[src/rtl/mnpv_pkg.sv]
package mnpv_pkg;

    localparam int KEY_W  = 7;
    localparam int VEL_W  = 7;
    localparam int OP_W   = 2;
    localparam int MODE_W = 2;
    localparam int STAT_W = 2;
    localparam int TOP_W  = 8;

    // event opcodes
    localparam logic [OP_W-1:0] OP_NOTE_ON  = 2'd0;
    localparam logic [OP_W-1:0] OP_NOTE_OFF = 2'd1;
    localparam logic [OP_W-1:0] OP_FORCE    = 2'd2;

    // voice status codes
    localparam logic [STAT_W-1:0] ST_OFF       = 2'd0;
    localparam logic [STAT_W-1:0] ST_ON        = 2'd1;
    localparam logic [STAT_W-1:0] ST_SUSTAINED = 2'd2;
    localparam logic [STAT_W-1:0] ST_RELEASED  = 2'd3;

    // mono mode codes
    localparam logic [MODE_W-1:0] MODE_POLY      = 2'd0;
    localparam logic [MODE_W-1:0] MODE_MONO_ON   = 2'd1;
    localparam logic [MODE_W-1:0] MODE_MONO_ONCE = 2'd2;
    localparam logic [MODE_W-1:0] MODE_MONO_BOTH = 2'd3;

    localparam logic [VEL_W-1:0] FORCED_REL_VEL = 7'd64;
    localparam logic [TOP_W-1:0] EMPTY_KEY      = 8'hFF;

    // controller to datapath
    typedef struct packed {
        logic capture;
        logic execute;
    } t_cmd;

    // one held-list entry, empty when valid is low
    typedef struct packed {
        logic             valid;
        logic [KEY_W-1:0] key;
    } t_entry;

endpackage

[src/rtl/mnpv_ctrl.sv]
module mnpv_ctrl (
    input  logic            i_clk,
    input  logic            i_rst_n,
    input  logic            i_start,
    output logic            o_busy,
    output logic            o_done,
    output mnpv_pkg::t_cmd  o_cmd
);

    typedef enum logic {
        S_IDLE,
        S_EXEC
    } t_state;

    t_state r_state;
    logic   r_busy;
    logic   r_done;

    always_ff @(posedge i_clk) begin
        if (!i_rst_n) begin
            r_state <= S_IDLE;
            r_busy  <= 1'b0;
            r_done  <= 1'b0;
        end else begin
            case (r_state)
                S_IDLE: begin
                    r_done <= 1'b0;
                    if (i_start) begin
                        r_state <= S_EXEC;
                        r_busy  <= 1'b1;
                    end
                end
                S_EXEC: begin
                    r_state <= S_IDLE;
                    r_busy  <= 1'b0;
                    r_done  <= 1'b1;
                end
                default: begin
                    r_state <= S_IDLE;
                    r_busy  <= 1'b0;
                    r_done  <= 1'b0;
                end
            endcase
        end
    end

    assign o_cmd.capture = i_start && !r_busy;
    assign o_cmd.execute = (r_state == S_EXEC);
    assign o_busy        = r_busy;
    assign o_done        = r_done;

endmodule

[src/rtl/mnpv_datapath.sv]
module mnpv_datapath #(
    parameter int HELD_DEPTH = 8
) (
    input  logic                                i_clk,
    input  logic                                i_rst_n,
    input  mnpv_pkg::t_cmd                      i_cmd,
    input  logic                                i_cfg_wr_en,
    input  logic [mnpv_pkg::MODE_W-1:0]         i_cfg_wr_data,
    input  logic [mnpv_pkg::OP_W-1:0]           i_op,
    input  logic [mnpv_pkg::KEY_W-1:0]          i_key,
    input  logic [mnpv_pkg::VEL_W-1:0]          i_velocity,
    input  logic                                i_sustain_pedal,
    output logic [mnpv_pkg::STAT_W-1:0]         o_voice_status,
    output logic [mnpv_pkg::KEY_W-1:0]          o_sounding_key,
    output logic [mnpv_pkg::VEL_W-1:0]          o_note_velocity,
    output logic [mnpv_pkg::VEL_W-1:0]          o_release_velocity,
    output logic                                o_full_setup,
    output logic                                o_pitch_update,
    output logic                                o_restart_envelopes,
    output logic                                o_enter_release,
    output logic signed [mnpv_pkg::TOP_W-1:0]   o_top_held_key
);

    // captured event
    logic [mnpv_pkg::OP_W-1:0]   r_op;
    logic [mnpv_pkg::KEY_W-1:0]  r_key;
    logic [mnpv_pkg::VEL_W-1:0]  r_vel;
    logic                        r_pedal;

    logic [mnpv_pkg::MODE_W-1:0] r_mode;

    // voice state
    mnpv_pkg::t_entry            r_list [HELD_DEPTH];
    logic [mnpv_pkg::STAT_W-1:0] r_status;
    logic [mnpv_pkg::KEY_W-1:0]  r_vkey;
    logic [mnpv_pkg::VEL_W-1:0]  r_vvel;
    logic [mnpv_pkg::VEL_W-1:0]  r_rvel;
    logic                        r_full;
    logic                        r_pitch;
    logic                        r_restart;
    logic                        r_rel;

    mnpv_pkg::t_entry            n_list [HELD_DEPTH];
    logic [mnpv_pkg::STAT_W-1:0] n_status;
    logic [mnpv_pkg::KEY_W-1:0]  n_vkey;
    logic [mnpv_pkg::VEL_W-1:0]  n_vvel;
    logic [mnpv_pkg::VEL_W-1:0]  n_rvel;
    logic                        n_full;
    logic                        n_pitch;
    logic                        n_restart;
    logic                        n_rel;

    logic [HELD_DEPTH-1:0]       match;
    logic [HELD_DEPTH-1:0]       push_shift;
    logic [HELD_DEPTH-1:0]       rm_shift;
    mnpv_pkg::t_entry            push_list [HELD_DEPTH];
    mnpv_pkg::t_entry            rm_list   [HELD_DEPTH];
    logic                        found;

    always_ff @(posedge i_clk) begin
        if (i_cmd.capture) begin
            r_op    <= i_op;
            r_key   <= i_key;
            r_vel   <= i_velocity;
            r_pedal <= i_sustain_pedal;
        end
    end

    always_ff @(posedge i_clk) begin
        if (!i_rst_n) begin
            r_mode <= mnpv_pkg::MODE_POLY;
        end else if (i_cfg_wr_en) begin
            r_mode <= i_cfg_wr_data;
        end
    end

    // parallel key compare over the held list
    always_comb begin
        for (int j = 0; j < HELD_DEPTH; j++) begin
            match[j] = r_list[j].valid && (r_list[j].key == r_key);
        end
    end

    // push: entries above the first match (bottom slot excluded) move down
    always_comb begin
        logic acc;
        acc = 1'b0;
        for (int j = 0; j < HELD_DEPTH; j++) begin
            push_shift[j] = !acc;
            if (j < HELD_DEPTH - 1) begin
                acc = acc | match[j];
            end
        end
        push_list[0].valid = 1'b1;
        push_list[0].key   = r_key;
        for (int j = 1; j < HELD_DEPTH; j++) begin
            push_list[j] = push_shift[j] ? r_list[j-1] : r_list[j];
        end
    end

    // remove: from the last match down, entries move up one place
    always_comb begin
        logic acc;
        acc   = 1'b0;
        found = |match;
        for (int j = HELD_DEPTH - 1; j >= 0; j--) begin
            rm_shift[j] = found && !acc;
            acc         = acc | match[j];
        end
        for (int j = 0; j < HELD_DEPTH - 1; j++) begin
            rm_list[j] = rm_shift[j] ? r_list[j+1] : r_list[j];
        end
        if (rm_shift[HELD_DEPTH-1]) begin
            rm_list[HELD_DEPTH-1].valid = 1'b0;
            rm_list[HELD_DEPTH-1].key   = '0;
        end else begin
            rm_list[HELD_DEPTH-1] = r_list[HELD_DEPTH-1];
        end
    end

    always_comb begin
        logic mono;
        logic playing;
        mono    = (r_mode != mnpv_pkg::MODE_POLY);
        playing = (r_status == mnpv_pkg::ST_ON) || (r_status == mnpv_pkg::ST_SUSTAINED);
        n_list    = r_list;
        n_status  = r_status;
        n_vkey    = r_vkey;
        n_vvel    = r_vvel;
        n_rvel    = r_rvel;
        n_full    = 1'b0;
        n_pitch   = 1'b0;
        n_restart = 1'b0;
        n_rel     = 1'b0;
        case (r_op)
            mnpv_pkg::OP_NOTE_ON: begin
                n_vkey = r_key;
                n_vvel = r_vel;
                if (!mono || !playing) begin
                    n_full = 1'b1;
                end else begin
                    n_pitch = 1'b1;
                    if (((r_mode == mnpv_pkg::MODE_MONO_ON) ||
                         (r_mode == mnpv_pkg::MODE_MONO_BOTH)) &&
                        (!r_list[0].valid || (r_list[0].key != r_key))) begin
                        n_restart = 1'b1;
                    end
                end
                if (mono) begin
                    n_list = push_list;
                end
                n_status = mnpv_pkg::ST_ON;
            end
            mnpv_pkg::OP_NOTE_OFF: begin
                n_rvel = r_vel;
                if (mono) begin
                    n_list = rm_list;
                end
                if (mono && rm_list[0].valid) begin
                    // fall back to the next most recent key
                    if (!r_list[0].valid || (r_list[0].key != rm_list[0].key)) begin
                        n_vkey  = rm_list[0].key;
                        n_pitch = 1'b1;
                        if ((r_mode == mnpv_pkg::MODE_MONO_BOTH) &&
                            (r_status != mnpv_pkg::ST_RELEASED)) begin
                            n_restart = 1'b1;
                        end
                    end
                end else if (r_pedal) begin
                    if (r_status != mnpv_pkg::ST_RELEASED) begin
                        n_status = mnpv_pkg::ST_SUSTAINED;
                    end
                end else begin
                    n_rel    = 1'b1;
                    n_status = mnpv_pkg::ST_RELEASED;
                end
            end
            mnpv_pkg::OP_FORCE: begin
                if (r_status == mnpv_pkg::ST_ON) begin
                    n_rvel = mnpv_pkg::FORCED_REL_VEL;
                end
                n_rel    = 1'b1;
                n_status = mnpv_pkg::ST_RELEASED;
            end
            default: begin
                n_status = r_status;
            end
        endcase
    end

    always_ff @(posedge i_clk) begin
        if (!i_rst_n) begin
            for (int j = 0; j < HELD_DEPTH; j++) begin
                r_list[j].valid <= 1'b0;
                r_list[j].key   <= '0;
            end
            r_status  <= mnpv_pkg::ST_OFF;
            r_vkey    <= '0;
            r_vvel    <= '0;
            r_rvel    <= '0;
            r_full    <= 1'b0;
            r_pitch   <= 1'b0;
            r_restart <= 1'b0;
            r_rel     <= 1'b0;
        end else if (i_cmd.execute) begin
            r_list    <= n_list;
            r_status  <= n_status;
            r_vkey    <= n_vkey;
            r_vvel    <= n_vvel;
            r_rvel    <= n_rvel;
            r_full    <= n_full;
            r_pitch   <= n_pitch;
            r_restart <= n_restart;
            r_rel     <= n_rel;
        end
    end

    assign o_voice_status      = r_status;
    assign o_sounding_key      = r_vkey;
    assign o_note_velocity     = r_vvel;
    assign o_release_velocity  = r_rvel;
    assign o_full_setup        = r_full;
    assign o_pitch_update      = r_pitch;
    assign o_restart_envelopes = r_restart;
    assign o_enter_release     = r_rel;
    assign o_top_held_key      = r_list[0].valid ? {1'b0, r_list[0].key} : mnpv_pkg::EMPTY_KEY;

endmodule

[src/rtl/mono_note_priority_voice_control.sv]
// Last-note-priority controller for one synthesizer voice. Raise i_start with an
// event (note on, note off or forced release, plus key, velocity and pedal) while
// o_busy is low; the event is taken at that clock edge. The execute state then
// updates the voice state and the held-key list, and o_done pulses for exactly
// one cycle with the result on the o_ ports. The receiver cannot hold the result
// off: it must take the transfer in the o_done cycle, although the fields stay
// put until the next result. A new event is refused while the update runs and
// may be started in the strobe cycle. Each event passes through a capture into
// the event register, then an update in which the whole held list is compared in
// parallel and shifted. mono_mode is written through i_cfg_wr_en / i_cfg_wr_data
// and must only change while the block is idle.
module mono_note_priority_voice_control #(
    parameter int HELD_DEPTH = 8
) (
    input  logic                                i_clk,
    input  logic                                i_rst_n,
    // event channel
    input  logic                                i_start,
    output logic                                o_busy,
    input  logic [mnpv_pkg::OP_W-1:0]           i_op,
    input  logic [mnpv_pkg::KEY_W-1:0]          i_key,
    input  logic [mnpv_pkg::VEL_W-1:0]          i_velocity,
    input  logic                                i_sustain_pedal,
    // mode register
    input  logic                                i_cfg_wr_en,
    input  logic [mnpv_pkg::MODE_W-1:0]         i_cfg_wr_data,
    // result channel
    output logic                                o_done,
    output logic [mnpv_pkg::STAT_W-1:0]         o_voice_status,
    output logic [mnpv_pkg::KEY_W-1:0]          o_sounding_key,
    output logic [mnpv_pkg::VEL_W-1:0]          o_note_velocity,
    output logic [mnpv_pkg::VEL_W-1:0]          o_release_velocity,
    output logic                                o_full_setup,
    output logic                                o_pitch_update,
    output logic                                o_restart_envelopes,
    output logic                                o_enter_release,
    output logic signed [mnpv_pkg::TOP_W-1:0]   o_top_held_key
);

    // capture and execute commands from the sequencer
    mnpv_pkg::t_cmd cmd;

    // two-state sequencer: idle, then an update state per event
    mnpv_ctrl u_ctrl (
        .i_clk   (i_clk),
        .i_rst_n (i_rst_n),
        .i_start (i_start),
        .o_busy  (o_busy),
        .o_done  (o_done),
        .o_cmd   (cmd)
    );

    // event register, mode register, held list and voice state
    mnpv_datapath #(
        .HELD_DEPTH (HELD_DEPTH)
    ) u_datapath (
        .i_clk               (i_clk),
        .i_rst_n             (i_rst_n),
        .i_cmd               (cmd),
        .i_cfg_wr_en         (i_cfg_wr_en),
        .i_cfg_wr_data       (i_cfg_wr_data),
        .i_op                (i_op),
        .i_key               (i_key),
        .i_velocity          (i_velocity),
        .i_sustain_pedal     (i_sustain_pedal),
        .o_voice_status      (o_voice_status),
        .o_sounding_key      (o_sounding_key),
        .o_note_velocity     (o_note_velocity),
        .o_release_velocity  (o_release_velocity),
        .o_full_setup        (o_full_setup),
        .o_pitch_update      (o_pitch_update),
        .o_restart_envelopes (o_restart_envelopes),
        .o_enter_release     (o_enter_release),
        .o_top_held_key      (o_top_held_key)
    );

endmodule

[config.mk]
export PLATFORM = sky130hd
export DESIGN_NAME = mono_note_priority_voice_control
export DESIGN_NICKNAME = d
export VERILOG_FILES = /design/src/rtl/mnpv_pkg.sv /design/src/rtl/mnpv_ctrl.sv /design/src/rtl/mnpv_datapath.sv /design/src/rtl/mono_note_priority_voice_control.sv
export SDC_FILE = /design/constraint.sdc
export NUM_CORES = 1
export LEC_CHECK = 0
export ABC_AREA = 1
export BUFFER_PORTS_ARGS = -buffer_cell sky130_fd_sc_hd__buf_2
export CAP_MARGIN = 40
export CORE_MARGIN = 3
export CORE_UTILIZATION = 60
export CTS_BUF_LIST = sky130_fd_sc_hd__clkbuf_8
export DETAILED_ROUTE_END_ITERATION = 10
export PLACE_DENSITY = 0.81
export SYNTH_ARGS = -nofsm -noshare
export SYNTH_HDL_FRONTEND = slang
export SYNTH_SLANG_ARGS = --single-unit
[constraint.sdc]
create_clock -name i_clk -period 5.4 [get_ports i_clk]
set_input_delay 0.54 -clock i_clk [delete_from_list [all_inputs] [get_ports i_clk]]
set_output_delay 0.54 -clock i_clk [all_outputs]
set_load 0.01 [all_outputs]
==> reports/qor.csv, run 1 <==
stage;metric;value;unit
power;intPower;1.33;mW
global_route;antenna_found_initial;0;
worst_setup_path;crit_path_cell_trace;inv_1 > nand2_1 > nand2_1 > nand2_1 > nor2_1 > nand2_2 > nand2_2 > nor2_4 > nand4_4 > nor2_4 > nand3_1 > inv_1 > nor2_1 > nand2_1 > nor2_2 > nand3_4 > nand3_4 > nand2_1 > inv_1 > nor2_1;
floorplanning;die_w;108;um
worst_setup_path;r2r-start;u_datapath.r_key[6]$_DFFE_PP_;
clocking;cts_setup_buffers;0;
worst_hold_path;hold_class;in2reg;
worst_setup_path;worst-setup-path-type;reg2reg;
detailed_routing;drc_errors;0;
synthesis;yosysUniqueCellTypes;43;
global_route;grt_pass1_vias;5765;
clocking;cts_root_buffer;clkbuf_8;
power;power_frac_seq;49.4;%
sta;fin_crit_sh;61.1;%
detailed_routing;via_count;6133;
worst_setup_path;start_kind;flip-flop;
clocking;ctsHoldBuffers;0;
clocking;clk_path_buf_depth;2;
worst_setup_path;crit_top_cell;nand2_1;
clocking;path_clk_slew;70;ps
synthesis;yosysWarningCount;0;
floorplanning;die-area;0.0116;sq mm
worst_setup_path;critical_path.top_delay_family;simple AND/OR/NAND/NOR gates;
worst_setup_path;r2r_end;u_datapath.o_sounding_key[0]$_SDFFE_PN0P_;
placement;dp_cells;1038;
detailed_routing;routed_wl;16.6;mm
power;cellLeakagePower;3.09;nW
final_layout;fin_cells;1070;
global_route;grt_pass1_wl;27.4;mm
sta;rsz0062_at_grt;false;
synthesis;synth_area_per_cell;7.03;sq um
sta;fin_tns_setup;0;ps
final_layout;diodes;0;
sta;fin_ws;2100;ps
power;powerDensity;273;mW/mm^2
synthesis;synthCells;886;
sta;period_needed;3300;ps
sta;fmax;0.303;GHz
final_layout;layout_commonest_cell;nand2_1;
global_route;grt_overflow;0;
clocking;cts_resized;0;
synthesis;ys_seq_area_share;39.0;%
final_layout;regArea;0.00243;sq mm
worst_setup_path;crit_slowest_cell;edfxtp_1;
worst_setup_path;r2r_cells;20;
worst_setup_path;critPathBufInv;3;
floorplanning;coreArea;0.00995;sq mm
power;combPwrFrac;10.4;%
worst_setup_path;slowest_delay;760;ps
worst_hold_path;min_path_cells;1;
clocking;clkLatencyLatePin;440;ps
sta;slew_headroom;37.9;%
detailed_routing;via_per_inst;5.73;
detailed_routing;detail-route-antenna-nets;0;
worst_setup_path;rrSetupSlack;2100;ps
floorplanning;rows;36;
final_layout;nFillCells;850;
outcome;status;completed;
worst_setup_path;arrival;3670;ps
detailed_routing;drt_iter0_markers;528;
synthesis;synth_nets;915;
final_layout;area_delta_synth_final;10.1;%
sta;setup_violations;0;
worst_setup_path;endpoint_kind;flip-flop;
clocking;cts_buffers;17;
power;switchingPower;0.542;mW
floorplanning;fp.dieH;108;um
clocking;cts_sinks;113;
sta;maxSlewViolCount;0;
global_route;grt_max_degree;76;
power;p_clk_share;40.2;%
sta;worst_pin_slew;932;ps
worst_setup_path;required;5770;ps
placement;hpwl;11.5;mm
final_layout;multi_input_area;0.00314;sq mm
synthesis;synth-seq-cells;113;
final_layout;drive_above_1_share;15.2;%
placement;globalplace.congestion;0.954;
sta;hold_viol;0;
sta;clock-skew-final;9.61;ps
worst_hold_path;hold-path-endpoint;u_datapath.r_vel[6]$_DFFE_PP_;
flow_run;maxCapViolCount;0;
placement;pre_cts_ws;2190;ps
worst_setup_path;crit_fanout;29;
final_layout;final_cell_mix;nand2_1 (235), o21ai_0 (114), inv_1 (96), dfxtp_1 (96), a21oi_1 (70);
detailed_routing;wl_per_cell;15.5;um
clocking;htreeDepth;4;
final_layout;final_net_count;953;
floorplanning;pin_count;60;
floorplanning;initial_utilization;62.6;%
global_route;grt_use_total;29.7;%
power;switching_share;28.9;%
worst_hold_path;hold_start;i_velocity[6];
synthesis;synthesis.area;0.00623;sq mm
clocking;cts_tree;built;
detailed_routing;dr.pass1.iters;6;
placement;port_buffers;59;
power;ir_worst_vdd;0.241;mV
sta;holdWs;269;ps
[stage by stage]
stage                     cell area, sq um  total power, mW  utilization [%]
after CTS                             6860             1.88             68.9
after global routing                  6860             1.96             68.9
after global placement                6470             1.13             65.0
final                                 6860             1.87             68.9
after detailed placement              6480             1.13             65.1
after floorplan                       6230             1.08                -
[routing by layer]
layer  share of wire, %  GRT usage, %
met5                  0             0
met1                 42          38.1
met3                8.2          6.72
met4                2.8          13.0
met2                 47          47.9
[worst register-to-register path, delay by kind of cell (launching register included)]
| family | cells | cell delay [ps] |
|---|---|---|
| buffers and inverters | 3 | 410 |
| DFF | 1 | 760 |
| and+or+nand+nor | 17 | 2070 |
[state kept, by name (all words and copies together), names as in the netlist]
register,cells
u_datapath.o_note_velocity,7
u_ctrl.o_busy,1
u_datapath.r_pedal,1
u_ctrl.r_state,1
u_datapath.o_pitch_update,1
u_datapath.o_full_setup,1
u_datapath.r_list,64
u_datapath.o_release_velocity,7
u_datapath.o_sounding_key,7
u_datapath.o_restart_envelopes,1
u_datapath.r_op,2
u_datapath.o_voice_status,2
u_datapath.o_enter_release,1
u_ctrl.o_done,1
u_datapath.r_mode,2
u_datapath.r_vel,7
u_datapath.r_key,7
[kinds of logic (layout without fill, tap and decap cells)]
kind of cell,Yosys count,in the layout,synth area share (%)
DFF,113,113,39.0
buffers and inverters,152,203,10.6
and+or+nand+nor,376,376,27.0
AOI/OAI and AO/OA,224,224,20.0
adders and majority gates,6,6,1.21
xor gates and xnor gates,15,15,2.11
[Yosys cell counts (all sizes together)]
cell | n | area share, %
nor2 | 66 | 4.5
clkbuf | 23 | 1.4
a221oi | 2 | 0.84
xnor2 | 9 | 1.3
o31ai | 1 | 0.12
nand4 | 19 | 2.1
edfxtp | 17 | 8.2
o21ai | 123 | 10
nand3 | 34 | 3.2
a21boi | 3 | 0.36
buf | 22 | 2.7
or2 | 2 | 0.20
o21a | 1 | 0.12
ha | 6 | 1.2
o211ai | 9 | 1.1
a31oi | 7 | 0.70
nor3 | 8 | 1.3
dfxtp | 96 | 31
xor2 | 6 | 0.84
a211oi | 4 | 0.48
a21oi | 73 | 6.2
o2111ai | 1 | 0.14
nand2 | 247 | 16
inv | 107 | 6.6
[power by group through the flow]
stage | Sequential, mW | Clock (mW) | Combinational, mW
finish | 0.927 | 0.753 | 0.195
global route | 0.929 | 0.806 | 0.222
CTS | 0.924 | 0.767 | 0.193
detailed placement | 0.943 | 0 | 0.192
global placement | 0.941 | 0 | 0.186
floorplan | 0.925 | 0 | 0.152
[worst max-delay path by stage]
stage                             startpoint                                   endpoint  slack, ps  depth (start not counted)
2_1_floorplan   u_datapath.r_op[0]$_DFFE_PP_         u_datapath.r_list[52]$_SDFFE_PN0P_       3110                         12
3_3_place_gp    u_datapath.r_op[1]$_DFFE_PP_         u_datapath.r_list[49]$_SDFFE_PN0P_       2210                         11
3_5_place_dp    u_datapath.r_op[1]$_DFFE_PP_         u_datapath.r_list[32]$_SDFFE_PN0P_       2190                         11
4_1_cts         u_datapath.r_op[1]$_DFFE_PP_         u_datapath.r_list[32]$_SDFFE_PN0P_       2150                         11
5_1_grt        u_datapath.r_key[6]$_DFFE_PP_  u_datapath.o_sounding_key[5]$_SDFFE_PN0P_       1800                         20
6_report       u_datapath.r_key[6]$_DFFE_PP_  u_datapath.o_sounding_key[0]$_SDFFE_PN0P_       2100                         20
[layout make-up]
class | count | share of cell area, %
clock inverter | 14 | 1.92
inverter | 107 | 5.96
timing repair buffer | 64 | 4.85
sequential | 113 | 35.5
tap | 133 | 2.43
multi-input combinational | 621 | 45.8
clock buffer | 18 | 3.61
Power figures use the tool's default switching activity.
==> run 2, diff against run 1 <==
Settings changed: ABC_AREA 1 to 0, CORE_UTILIZATION 60 to 56, PLACE_DENSITY 0.81 to 0.79.
Clock period 5.4 ns to 2.7 ns, I/O delays scaled along.
==> run 2 against run 1 <==
Compared with the run above:
- the flow now finishes with violations (setup timing)
- die area is 5.0% higher
- maximum frequency is 20% higher
- area after synthesis is 1.7% lower
- synthesized cell count is 25% lower
- flip-flop and latch count stayed put
- cell count is 14% lower
- worst hold slack worse by 260 ps
- via count is 3.5% lower
- critical path depth is 10 lower
- sequential power is 91% higher
- worst setup slack worse by 2200 ps
==> reports/qor.csv, run 2 <==
stage;metric;value;unit;change
outcome;status;finished with violations;;
outcome;violations;setup timing;;
clocking;htreeDepth;4;;unchanged
sta;clock-skew-final;17.0;ps;+7.39 ps
final_layout;area_delta_synth_final;26.3;%;
flow_run;maxCapViolCount;0;;unchanged
sta;worst_pin_slew;860;ps;-71.2 ps
final_layout;drive_above_1_share;31.5;%;+16 points
global_route;grt_pass1_vias;5471;;-5.1%
clocking;clk_path_buf_depth;2;;unchanged
worst_setup_path;crit_slowest_cell;or4_4;;
detailed_routing;dr.pass1.iters;5;;-1
synthesis;ys_top_cells_by_count;dfxtp_1 (96), nand2_1 (79), xnor2_1 (60);;
floorplanning;fp.dieH;111;um;+2.5%
clocking;path_clk_slew;90;ps;+20 ps
synthesis;synthCells;666;;-25%
detailed_routing;via_per_inst;6.41;;+12%
final_layout;fin_util;73.9;%;+5.0 points
global_route;grt_overflow;0;;unchanged
global_route;grt_use_total;28.3;%;-1.4 points
sta;hold_viol;0;;unchanged
worst_setup_path;start_kind;flip-flop;;
placement;globalplace.congestion;0.919;;-3.7%
worst_setup_path;critical_path.top_delay_family;simple AND/OR/NAND/NOR gates;;
floorplanning;pin_count;60;;unchanged
synthesis;synth-seq-cells;113;;unchanged
worst_setup_path;worst-setup-path-type;reg2reg;;
clocking;cts_tree;built;;
worst_hold_path;hold_class;in2reg;;
sta;fin_crit_sh;102;%;+41 points
placement;pre_cts_ws;-244;ps;-2430 ps
clocking;cts_sinks;113;;unchanged
sta;setup_violations;13;;+13
power;cellLeakagePower;3.01;nW;-2.7%
sta;period_needed;2750;ps;-544 ps
final_layout;diodes;0;;unchanged
sta;fin_ws;-52.7;ps;-2160 ps
placement;hpwl;11.9;mm;+3.6%
synthesis;ys_seq_area_share;39.7;%;+0.69 points
worst_setup_path;required;3080;ps;-2690 ps
detailed_routing;routed_wl;19.3;mm;+16%
placement;port_buffers;59;;unchanged
global_route;antenna_found_initial;0;;unchanged
power;powerDensity;508;mW/mm^2;+86%
placement;dp_cells;861;;-17%
power;ir_worst_vdd;0.426;mV;+77%
floorplanning;die-area;0.0122;sq mm;+5.0%
global_route;grt_pass1_wl;28.3;mm;+3.5%
detailed_routing;wl_per_cell;20.9;um;+35%
global_route;grt_max_degree;70;;-7.9%
synthesis;synth_ff_type;dfxtp_1;;
synthesis;synth_top_area_cell;dfxtp_1;;
floorplanning;die_w;111;um;+2.5%
synthesis;async_flop_share;0;%;unchanged
worst_setup_path;crit_path_cell_trace;buf_6 > clkbuf_16 > xnor2_1 > nand4_1 > nor2_4 > or4_4 > buf_6 > o21a_4 > or4_4 > a21oi_2;;
worst_setup_path;endpoint_kind;flip-flop;;
synthesis;synth_nets;695;;-24%
synthesis;yosysWarningCount;0;;unchanged
synthesis;yosysMostFrequentCell;dfxtp_1;;
final_layout;fin_cells;923;;-14%
worst_setup_path;crit_fanout;8;;-72%
clocking;clkLatencyLatePin;440;ps;about the same
detailed_routing;via_count;5920;;-3.5%
sta;rsz0062_at_grt;true;;
synthesis;synth_top_area_share;31.4;%;+0.55 points
final_layout;final_net_count;803;;-16%
final_layout;layout_commonest_cell;dfxtp_1;;
floorplanning;rows;37;;+2.8%
worst_setup_path;slowest_delay;560;ps;-200 ps
final_layout;largest-register;u_datapath.r_list;;
floorplanning;coreArea;0.0105;sq mm;+5.1%
detailed_routing;drt_iter0_markers;597;;+13%
detailed_routing;drc_errors;0;;unchanged
detailed_routing;detail-route-antenna-nets;0;;unchanged
sta;maxSlewViolCount;0;;unchanged
worst_setup_path;critPathBufInv;3;;unchanged
clocking;cts_buffers;17;;unchanged
power;p_total;3.93;mW;+110%
synthesis;synth_area_per_cell;9.19;sq um;+31%
synthesis;yosysUniqueCellTypes;55;;+28%
sta;fmax;0.363;GHz;+20%
floorplanning;initial_utilization;58.5;%;-4.1 points
final_layout;final_cell_mix;dfxtp_1 (96), nand2_1 (79), buf_4 (60), buf_2 (59), xnor2_1 (57);;
synthesis;synth-edff-count;17;;unchanged
synthesis;synth.area.top_cells;dfxtp_1 (31%), xnor2_1 (8.6%), edfxtp_1 (8.3%), mux2i_1 (8.2%), nand2_1 (4.8%);;
sta;fin_tns_setup;-345;ps;-345 ps
clocking;cts_root_buffer;clkbuf_8;;
synthesis;synthesis.area;0.00612;sq mm;-1.7%
sta;slew_headroom;42.6;%;+4.7 points
worst_setup_path;arrival;3140;ps;-530 ps
final_layout;largest_reg_flops;64;;unchanged
[run 2: changes by cell type in the layout (fill, tap and decap cells not counted), moves of 30 or more]
cell | before | now
a21oi_1 | 70 | 40
buf_4 | 5 | 60
inv_1 | 96 | 10
mux2i_1 | 0 | 50
nand2_1 | 235 | 79
nor2_1 | 59 | 25
o21ai_0 | 114 | 19
xnor2_1 | 9 | 57
[run 2: kinds of logic (layout without fill, tap and decap cells)]
group | after synthesis | count (layout) | synth area share, %
adder cells (fa/ha/maj) | 6 | 6 | 1.23
AND/OR/NAND/NOR | 208 | 208 | 17.3
multiplexers | 74 | 74 | 12.6
AO/OA/AOI/OAI | 136 | 137 | 14.7
XOR/XNOR | 63 | 63 | 9.01
flip-flops | 113 | 113 | 39.7
buffers and inverters | 66 | 186 | 5.40
[run 2: stage by stage]
stage / hold slack (ps) / instance area [sq um]
final: 9.80 / 7730
after floorplan: 369 / 6120
after global placement: 441 / 6720
after CTS: 1.79 / 7270
after detailed placement: 446 / 6730
after global routing: -10.0 / 7730
[run 2: power breakdown]
part / internal, mW / switching, mW / total [mW]
clock: 0.943 / 0.829 / 1.77
sequential: 1.74 / 0.0292 / 1.77
combinational: 0.166 / 0.220 / 0.386
[run 2: final timing paths]
path / from / end / slack [ps] / depth (start not counted)
max reg2reg: u_datapath.r_key[3]$_DFFE_PP_ / u_datapath.r_list[12]$_SDFFE_PN0P_ / -50 / 10
min reg2reg: u_datapath.o_note_velocity[1]$_SDFFE_PN0P_ / u_datapath.o_note_velocity[1]$_SDFFE_PN0P_ / 460 / 2
max: u_datapath.r_key[3]$_DFFE_PP_ / u_datapath.r_list[12]$_SDFFE_PN0P_ / -50 / 10
min: i_key[2] / u_datapath.r_key[2]$_DFFE_PP_ / 10 / 1
[run 2: area by class of cell]
type                    count  area (sq um)
multi-input cells         488          3600
fillers                   702          2730
flip-flops and latches    113          2430
repair buffers            144          1060
clock buffers              17           234
clock inverters            15           195
well taps                 136           170
inverters                  10          37.5
[run 2: worst register-to-register path: stages, from the launching register on]
cell,delay (ps)
edfxtp_1,450
buf_6,160
clkbuf_16,150
xnor2_1,120
nand4_1,130
nor2_4,70
or4_4,560
buf_6,160
o21a_4,250
or4_4,530
a21oi_2,120
[run 2: repair_timing]
action                                 4_1_cts  5_1_grt
gates cloned                                 0        2
resized for setup                           10       53
setup endpoints to repair                   42       50
endpoints found under the hold margin        5        7
pin swaps                                    3       32
hold buffers                                 5        7
setup buffers                                2       14
[run 2: layer usage]
layer  vias up  share of wire [%]  track usage (%)
met2       362                 49             46.1
met1      2857                 39             36.3
met4         0                3.8             12.1
met3        76                8.3             5.97
li1       2625                  -                -
met5         -                  0                0
